### src/rtl/core/fdcr_pkg.sv
// Shared widths and codes for the filled disk rasteriser.
package fdcr_pkg;

  localparam int COORD_BITS  = 12;
  localparam int RADIUS_BITS = 11;
  // Decision variable width and pixel coordinate width
  localparam int DEC_BITS    = RADIUS_BITS + 3;
  localparam int PIX_BITS    = COORD_BITS + 2;
  // Working widths for the decision update and the pixel sums
  localparam int DW          = DEC_BITS + 2;
  localparam int OW          = RADIUS_BITS + 2;
  localparam int SW          = (PIX_BITS > OW + 1) ? PIX_BITS : OW + 1;

  // Step command codes
  localparam logic CMD_START = 1'b0;
  localparam logic CMD_STEP  = 1'b1;

  localparam logic [2:0] OCT_LAST = 3'd7;

endpackage

### src/rtl/core/filled_disk_circle_rasterizer.sv
// Filled disk rasteriser: concentric midpoint-style circles, one pixel per step beat.
//
//  channel | handshake            | payload
//  --------+----------------------+----------------------------------------
//  in      | in_valid / in_ready  | cmd, center_x, center_y, radius
//  out     | out_valid/ out_ready | pixel_valid, pixel_x, pixel_y, done_res
//
// For each input beat, the octant select, the pixel adds and the decision update
// sit between the state registers and the result register.
// One result beat per input beat; a new beat is taken every cycle while the
// result register is empty or being drained.
// Reset (rst, synchronous) leaves the block idle with an empty result register.
// A stalled output holds the result and blocks input until it is taken.
module filled_disk_circle_rasterizer (
  input  logic                                     clk,
  input  logic                                     rst,
  input  logic                                     in_valid,
  output logic                                     in_ready,
  input  logic                                     cmd,
  input  logic [fdcr_pkg::COORD_BITS-1:0]          center_x,
  input  logic [fdcr_pkg::COORD_BITS-1:0]          center_y,
  input  logic [fdcr_pkg::RADIUS_BITS-1:0]         radius,
  output logic                                     out_valid,
  input  logic                                     out_ready,
  output logic                                     pixel_valid,
  output logic signed [fdcr_pkg::PIX_BITS-1:0]     pixel_x,
  output logic signed [fdcr_pkg::PIX_BITS-1:0]     pixel_y,
  output logic                                     done_res
);

  localparam int RB = fdcr_pkg::RADIUS_BITS;
  localparam int CB = fdcr_pkg::COORD_BITS;
  localparam int DB = fdcr_pkg::DEC_BITS;
  localparam int PB = fdcr_pkg::PIX_BITS;
  localparam int DW = fdcr_pkg::DW;
  localparam int OW = fdcr_pkg::OW;
  localparam int SW = fdcr_pkg::SW;

  // Disk state
  logic [CB-1:0]        disk_center_x;
  logic [CB-1:0]        disk_center_y;
  logic [RB-1:0]        current_radius;
  logic [RB-1:0]        offset_x;
  logic [RB-1:0]        offset_y;
  logic signed [DB-1:0] decision;
  logic [2:0]           octant_index;
  logic                 busy;

  logic accept;

  assign in_ready = !out_valid || out_ready;
  assign accept   = in_valid && in_ready;

  // Octant point selection
  logic signed [OW-1:0] xs, ys, dx, dy;
  assign xs = signed'({2'b00, offset_x});
  assign ys = signed'({2'b00, offset_y});

  always_comb begin
    case (octant_index)
      3'd0:    begin dx = xs;  dy = ys;  end
      3'd1:    begin dx = ys;  dy = xs;  end
      3'd2:    begin dx = -xs; dy = ys;  end
      3'd3:    begin dx = -ys; dy = xs;  end
      3'd4:    begin dx = xs;  dy = -ys; end
      3'd5:    begin dx = ys;  dy = -xs; end
      3'd6:    begin dx = -xs; dy = -ys; end
      default: begin dx = -ys; dy = -xs; end
    endcase
  end

  // Pixel sums, centre zero-extended and offset sign-extended
  logic signed [SW-1:0] sum_x, sum_y;
  assign sum_x = signed'(SW'(disk_center_x)) + SW'(dx);
  assign sum_y = signed'(SW'(disk_center_y)) + SW'(dy);

  // Decision update after the last octant point
  logic signed [DW-1:0] d_w, x2, y2, ry2, d_upd;
  logic signed [OW-1:0] x_upd, y_upd;
  logic                 circle_end;

  assign d_w = signed'({{(DW-DB){decision[DB-1]}}, decision});
  assign x2  = signed'({{(DW-RB-1){1'b0}}, offset_x, 1'b0});
  assign y2  = signed'({{(DW-RB-1){1'b0}}, offset_y, 1'b0});
  assign ry2 = (signed'(DW'(current_radius)) - signed'(DW'(offset_y))) <<< 1;

  always_comb begin
    if (d_w >= x2) begin
      d_upd = d_w - x2 - DW'(1);
      x_upd = xs + OW'(1);
      y_upd = ys;
    end else if (d_w < ry2) begin
      d_upd = d_w + y2 - DW'(1);
      x_upd = xs;
      y_upd = ys - OW'(1);
    end else begin
      d_upd = d_w + y2 - x2 - DW'(2);
      x_upd = xs + OW'(1);
      y_upd = ys - OW'(1);
    end
  end

  assign circle_end = y_upd < x_upd;

  // State update on each accepted beat
  always_ff @(posedge clk) begin
    if (rst) begin
      disk_center_x  <= '0;
      disk_center_y  <= '0;
      current_radius <= '0;
      offset_x       <= '0;
      offset_y       <= '0;
      decision       <= '0;
      octant_index   <= '0;
      busy           <= 1'b0;
    end else if (accept) begin
      if (cmd == fdcr_pkg::CMD_START) begin
        disk_center_x  <= center_x;
        disk_center_y  <= center_y;
        current_radius <= radius;
        offset_x       <= '0;
        offset_y       <= radius;
        decision       <= signed'(DB'(radius)) - DB'(1);
        octant_index   <= '0;
        busy           <= (radius != '0);
      end else if (busy) begin
        if (octant_index == fdcr_pkg::OCT_LAST) begin
          octant_index <= '0;
          if (circle_end) begin
            current_radius <= current_radius - RB'(1);
            offset_x       <= '0;
            if (current_radius == RB'(1)) begin
              busy     <= 1'b0;
              offset_y <= '0;
              decision <= '0;
            end else begin
              offset_y <= current_radius - RB'(1);
              decision <= signed'(DB'(current_radius)) - DB'(2);
            end
          end else begin
            offset_x <= x_upd[RB-1:0];
            offset_y <= y_upd[RB-1:0];
            decision <= d_upd[DB-1:0];
          end
        end else begin
          octant_index <= octant_index + 3'd1;
        end
      end
    end
  end

  // Result register
  always_ff @(posedge clk) begin
    if (rst) begin
      out_valid <= 1'b0;
    end else if (accept) begin
      out_valid <= 1'b1;
    end else if (out_ready) begin
      out_valid <= 1'b0;
    end
  end

  always_ff @(posedge clk) begin
    if (accept) begin
      if (cmd == fdcr_pkg::CMD_START) begin
        pixel_valid <= 1'b1;
        pixel_x     <= signed'(PB'(center_x));
        pixel_y     <= signed'(PB'(center_y));
        done_res    <= (radius == '0);
      end else if (busy) begin
        pixel_valid <= 1'b1;
        pixel_x     <= sum_x[PB-1:0];
        pixel_y     <= sum_y[PB-1:0];
        done_res    <= (octant_index == fdcr_pkg::OCT_LAST) && circle_end
                       && (current_radius == RB'(1));
      end else begin
        pixel_valid <= 1'b0;
        pixel_x     <= '0;
        pixel_y     <= '0;
        done_res    <= 1'b0;
      end
    end
  end

endmodule

### config.mk
export PLATFORM = sky130hd
export DESIGN_NAME = filled_disk_circle_rasterizer
export DESIGN_NICKNAME = d
export VERILOG_FILES = /design/src/rtl/core/fdcr_pkg.sv /design/src/rtl/core/filled_disk_circle_rasterizer.sv
export SDC_FILE = /design/constraint.sdc
export NUM_CORES = 1
export LEC_CHECK = 0
export BUFFER_PORTS_ARGS = -buffer_cell sky130_fd_sc_hd__buf_2
export CORE_MARGIN = 2
export CORE_UTILIZATION = 57
export DETAILED_ROUTE_END_ITERATION = 16
export PLACE_DENSITY = 0.81
export SKIP_CTS_REPAIR_TIMING = 1
export SLEW_MARGIN = 0
export SYNTH_ARGS = -nofsm -noshare
export SYNTH_HDL_FRONTEND = slang
export SYNTH_SLANG_ARGS = --single-unit
### constraint.sdc
create_clock -name clk -period 6.6 [get_ports clk]
set_clock_uncertainty 0.2 [all_clocks]
set_input_delay 0.99 -clock clk [delete_from_list [all_inputs] [get_ports clk]]
set_output_delay 0.99 -clock clk [all_outputs]
set_load 0.02 [all_outputs]
; ---- Word level (Yosys, flattened, before mapping)
; Cells that the tools add are included.
[word_totals]
reg_bits = 106
in_bits = 40
out_inout_bits = 32
word_cells = 109
[classes]
addsub = 17
magnitude_cmp = 3
n_eq_ne = 11
n_mux = 42
n_bitwise = 1
reduce_logical = 20
[ops]
columns = operator, n
row1 = $mux 11, 13
row2 = $mux 14, 7
row3 = $pmux 13 s3, 2
row4 = $mux 12, 6
row5 = $add 13x13->14, 2
row6 = $sub 14x13->14, 2
row7 = $sub 14x2->14 const B, 2
row8 = $neg 11->13, 2
row9 = $sub 11x1->12 const B, 2
row10 = $add 14x13->14, 1
row11 = $ge 14x13->1, 1
row12 = $lt 14x13->1, 1
row13 = $sub 14x3->14 const B, 1
row14 = $lt 13x13->1, 1
row15 = $mux 13, 1
row16 = $add 11x1->12 const B, 1
row17 = $eq 3x3->1 const B, 4
row18 = $reduce_or 2->1, 6
row19 = $sub 11x11->12, 1
row20 = $sub 11x2->12 const B, 1
row21 = $eq 11x1->1 const B, 1
row22 = $logic_not 11->1, 1
row23 = $reduce_bool 11->1, 1
row24 = $sub 11x1->11 const B, 1
row25 = other kinds (15), 33

; ---- Depth between registers and ports, before layout
[depth]
depth_word = 9
mapped_depth = 35
depth_no_buf = 32

; ---- Worst setup path before layout
; Ideal clock, no wire load.
[synth_timing]
path_kind = register to register
from = register offset_y[0]
to = register decision[2]
setup_ns = 0.117
arrival_ns = 5.944
required_time_ns = 6.283
setup_slack_ns = 0.339
stages_incl_launch_ff = 33
n_path_buf = 2
period_less_slack_ns = 6.261
cell_sequence = dfxtp_1 -> ha_1 -> inv_1 -> fa_1 -> a21o_1 -> a21oi_1 -> o21bai_1 -> a21oi_1 -> o21bai_1 -> a21oi_1 -> o21bai_1 -> a21oi_1 -> xor2_1 -> ha_1 -> a21oi_1 -> o211ai_1 -> a22oi_1 -> and2_1 -> nand2_1 -> and4_1 -> clkbuf_1 -> xnor2_1 -> ha_1 -> a211o_1 -> a21oi_1 -> o21a_1 -> a21oi_1 -> a2111o_1 -> nand2_4 -> buf_4 -> o21ai_1 -> a31o_2 -> a22o_1
[synth_via]
elab_chain_len = 9
elab_cells_between_ends = 17
cone_classes = add/sub (6) / order compare (2) / mux (9)
[synth_lines]
columns = item, line
row1 = from (decl), filled_disk_circle_rasterizer.sv:44  ; logic [RB-1:0] offset_y;
row2 = from (signal assigned), filled_disk_circle_rasterizer.sv:122  ; offset_y <= radius;
row3 = from (signal assigned), filled_disk_circle_rasterizer.sv:137  ; offset_y <= current_radius - RB'(1);
row4 = from (signal assigned), filled_disk_circle_rasterizer.sv:142  ; offset_y <= y_upd[RB-1:0];
row5 = $add 14x13->14 or $sub 11x11->12 (tied branches), "filled_disk_circle_rasterizer.sv:93, filled_disk_circle_rasterizer.sv:97, filled_disk_circle_rasterizer.sv:85"
row6 = $sub 14x13->14 or $lt 14x13->1 (tied branches), "filled_disk_circle_rasterizer.sv:97, filled_disk_circle_rasterizer.sv:92"
row7 = $sub 14x3->14 or $mux 12 (tied branches), "filled_disk_circle_rasterizer.sv:97, filled_disk_circle_rasterizer.sv:92"
row8 = $mux 14 or $mux 12 (tied branches), "filled_disk_circle_rasterizer.sv:92, filled_disk_circle_rasterizer.sv:88"
row9 = $mux 14 or $lt 13x13->1 (tied branches), "filled_disk_circle_rasterizer.sv:88, filled_disk_circle_rasterizer.sv:103"
row10 = $mux 14 *, filled_disk_circle_rasterizer.sv:129  ; if (circle_end) begin
row11 = $mux 14 *, filled_disk_circle_rasterizer.sv:127  ; if (octant_index == fdcr_pkg::OCT_LAST) begin
row12 = $mux 14 *, filled_disk_circle_rasterizer.sv:126  ; end else if (busy) begin
row13 = $mux 14 *, filled_disk_circle_rasterizer.sv:117  ; if (cmd == fdcr_pkg::CMD_START) begin
row14 = to (signal assigned), filled_disk_circle_rasterizer.sv:123  ; decision <= signed'(DB'(radius)) - DB'(1);
row15 = to (signal assigned), filled_disk_circle_rasterizer.sv:138  ; decision <= signed'(DB'(current_radius)) - DB'(2);
row16 = to (signal assigned), filled_disk_circle_rasterizer.sv:143  ; decision <= d_upd[DB-1:0];
row17 = to (decl), filled_disk_circle_rasterizer.sv:45  ; logic signed [DB-1:0] decision;
; Mark *: on every way between the ends. The rest lies on a longest branch, timed or not. The select of a mux whose other input is x is not followed.
; A chain may end at the register's enable or synchronous reset.

; ---- Final worst setup path
[layout_timing]
from = register current_radius[0]
to = register decision[2]
[layout_via]
elab_chain_len = 9
elab_cells_between_ends = 14
cone_classes = add/sub (2) / order compare (2) / eq/ne (1) / mux (9)
[layout_lines]
columns = item, line
row1 = from (decl), filled_disk_circle_rasterizer.sv:42  ; logic [RB-1:0] current_radius;
row2 = from (signal assigned), filled_disk_circle_rasterizer.sv:120  ; current_radius <= radius;
row3 = from (signal assigned), filled_disk_circle_rasterizer.sv:130  ; current_radius <= current_radius - RB'(1);
row4 = $sub 11x11->12, filled_disk_circle_rasterizer.sv:85  ; assign ry2 = (signed'(DW'(current_radius)) - signed'(DW'(offset_y))) <<< 1;
row5 = $lt 14x13->1, filled_disk_circle_rasterizer.sv:92  ; end else if (d_w < ry2) begin
row6 = $mux 12, filled_disk_circle_rasterizer.sv:92
row7 = $mux 12, filled_disk_circle_rasterizer.sv:88  ; if (d_w >= x2) begin
row8 = $lt 13x13->1, filled_disk_circle_rasterizer.sv:103  ; assign circle_end = y_upd < x_upd;
row9 = $mux 14 *, filled_disk_circle_rasterizer.sv:129
row10 = $mux 14 *, filled_disk_circle_rasterizer.sv:127
row11 = $mux 14 *, filled_disk_circle_rasterizer.sv:126
row12 = $mux 14 *, filled_disk_circle_rasterizer.sv:117
; Marked as above.

==> impl_metrics.toml <==
[routing]
vias = 11100
drc_errors = 0
wl_per_cell_um = 21.0
viasPerCell = 6.63
dr.pass1.iters = 5
detail-route-antenna-nets = 0
drt_iter0_drc = 1210
finalWirelength_um = 35300

[logic_synthesis]
ys_ff_latch = 106
synth-xor-area-share = 0.0982
syn_area_mm2 = 0.0106
ys.flop_type = "dfxtp_1"
synth_top_area_share = 0.143
ys_types = 75
syn-num-nets = 1540
avgSynthCellArea_um2 = 7.72
muxShareOfSynthArea = 0.00672
synthAdderAreaFrac = 0.150
yosysSeqAreaShare = 0.228
synth_edf_count = 30
synth_top_family_by_area = "compound AO/OA/AOI/OAI gates"
yosysWarnings = 0
postSynthCellCount = 1376
synth_top_area_cell = "dfxtp_1"
yosys.area_share.simple = 0.200
ys_async_sr_fraction = 0
synth-compound-area-share = 0.257
synth.area.top_cells = "dfxtp_1, ha_1, edfxtp_1, xnor2_1, a21oi_1"

[final_layout]
diodes = 0
fin_util = 0.649
final_area_mm2 = 0.0118
nNetsFinal = 1611
area_growth_pct = 10.9
drive_gt1_frac = 0.121

[worst_setup_path]
rr_startpoint = "current_radius[0]"
start_kind = "flop"
cp_slowest_cell = "a2111o_1"
path_class = "reg -> reg"
rrSetupSlack_ns = 0.16
crit_end = "decision[2]"
crit_fanout = 12
arrival_ns = 6.50
timing.rr.end = "decision[2]"
slowest_delay_ns = 0.37
startpoint = "current_radius[0]"
end_kind = "flop"
ff2ff_path_depth = 34
cp_common_cell = "a21oi_1"
cp_data_required_time_ns = 6.66

[power_and_ir_drop]
p_per_area_mw_per_mm2 = 423
power_leakage_uw = 0.00504
vdd_drop_max_mv = 0.286
finalPower_uw = 4980

[global_routing]
antenna_found_initial = 0
grt_overflow = 0
grt_pass1_vias = 10300
grt_usage = 0.346
grt_pass1_wl_um = 54400
grt_max_degree = 57

[sta]
final.setup.tns_ns = 0
timing.fmax_ghz = 0.155
min_period_over_period = 0.975
drv_slew = 0
finalSetupViolCount = 0
maxSlewHeadroom = 0.298
finalWorstSetupSlack_ns = 0.162
min_period_ns = 6.44
worst_pin_slew_ns = 1.05
hold_violations = 0

[die]
io_pins = 72
rows = 49
dieArea_mm2 = 0.0197
die_width_um = 140
die_height_um = 140
start_util = 0.585
core_mm2 = 0.0181

[cts]
clock-root-buffer = "clkbuf_16"
clk_pin_slew_worst_paths_ns = 0.08
insertion_delay_ns = 0.37
cts.sink_count = 106
htreeDepth = 3
cts_tree = "built"
cts_buffer_depth = 2
cts_buffers = 9

[placed_design]
pre_cts_ws_ns = -0.0568
placed_area_mm2 = 0.0114
io_buffer_count = 71
place.gp.congestion = 1.03
hpwl_um = 26500

[outcome]
status = "complete, no violations"

[min_path]
hold_class = "reg -> reg"

[flow_run]
maxCapViolCount = 0
## worst min-delay path by stage
stage | from | end | slack, ns | cells past startpoint
2_1_floorplan | disk_center_x[0] | disk_center_x[0] | 0.24 | 2
3_3_place_gp | disk_center_y[4] | disk_center_y[4] | 0.25 | 2
3_5_place_dp | disk_center_y[7] | disk_center_y[7] | 0.25 | 2
4_1_cts | disk_center_y[7] | disk_center_y[7] | 0.27 | 2
5_1_grt | disk_center_y[7] | disk_center_y[7] | 0.29 | 2
6_report | disk_center_x[3] | disk_center_x[3] | 0.26 | 2
## report_power, final
part / internal (uW) / switching [uW]
clock network: 305 / 289
registers: 735 / 90.2
logic: 1430 / 2130
## cells by family (layout without fill, tap and decap cells)
family / count (synthesis) / in the layout
adder cells (fa/ha/maj): 124 / 124
AO/OA/AOI/OAI: 414 / 414
multiplexers: 7 / 7
buffers and inverters: 160 / 236
XOR/XNOR: 119 / 119
AND/OR/NAND/NOR: 446 / 446
flip-flops: 106 / 106
## layout by cell type (no fill, tap or decap), types with 11 or more instances in the layout
cell type,n
a22o_1,14
a311oi_1,11
nor2b_1,13
a31oi_1,20
edfxtp_1,30
ha_1,118
nand3_1,38
inv_1,93
a211oi_1,17
buf_2,71
or3_1,12
o31ai_1,13
a21oi_1,117
and3_1,14
o22ai_1,15
a21o_1,21
nor2_1,109
buf_4,47
nand2_1,137
o211ai_1,19
xnor2_1,86
xor2_1,32
o21ai_0,69
nor3_1,47
dfxtp_1,76
or2_2,11
nand2b_1,15
## final cells by class
class	count	area, um^2
well taps	229	287
flip-flops and latches	106	2420
multi-input cells	1110	7620
clock inverters	6	85.1
clock buffers	10	229
fillers	1579	6370
inverters	100	375
repair buffers	120	753
## synth_stat cells (13+ instances only)
master / instances
a211oi_1: 17
a21o_1: 21
a21oi_1: 120
a22o_1: 14
a31oi_1: 20
and3_1: 15
clkbuf_1: 45
dfxtp_1: 76
edfxtp_1: 30
ha_1: 118
inv_1: 93
nand2_1: 138
nand2b_1: 15
nand3_1: 38
nor2_1: 113
nor2b_1: 13
nor3_1: 47
o211ai_1: 19
o21ai_0: 69
o22ai_1: 15
o31ai_1: 13
xnor2_1: 87
xor2_1: 32
## routing by layer
metal,routed length [um],vias to the layer above,GRT usage
met5,0,-,0
met4,2190,0,0.191
met3,3020,169,0.0523
met2,16200,611,0.585
met1,13800,5203,0.423
li1,-,5157,-
## worst max-delay path, delay by kind of cell (launching register included)
kind                     cells  cell delay (ns)
buffers and inverters        4             0.46
AND/OR/NAND/NOR              5             0.72
AO/OA/AOI/OAI               19             3.23
XOR/XNOR                     2             0.35
adder cells (fa/ha/maj)      4             1.04
flip-flops                   1             0.32
## flip-flops by register name (all words and copies together) (netlist names)
signal,cells
offset_y,11
done_res,1
decision,14
out_valid,1
current_radius,11
offset_x,11
disk_center_x,12
pixel_valid,1
pixel_x,14
octant_index,3
disk_center_y,12
busy,1
pixel_y,14
## per-stage QoR
| step | cells | hold WS, ns |
|---|---|---|
| CTS | 1677 | 0.266 |
| floorplan | 1376 | 0.241 |
| detailed placement | 1661 | 0.255 |
| global route | 1681 | 0.286 |
| finish | 1681 | 0.263 |
| global placement | 1661 | 0.247 |
No activity file was read; power rests on OpenSTA's default activity.
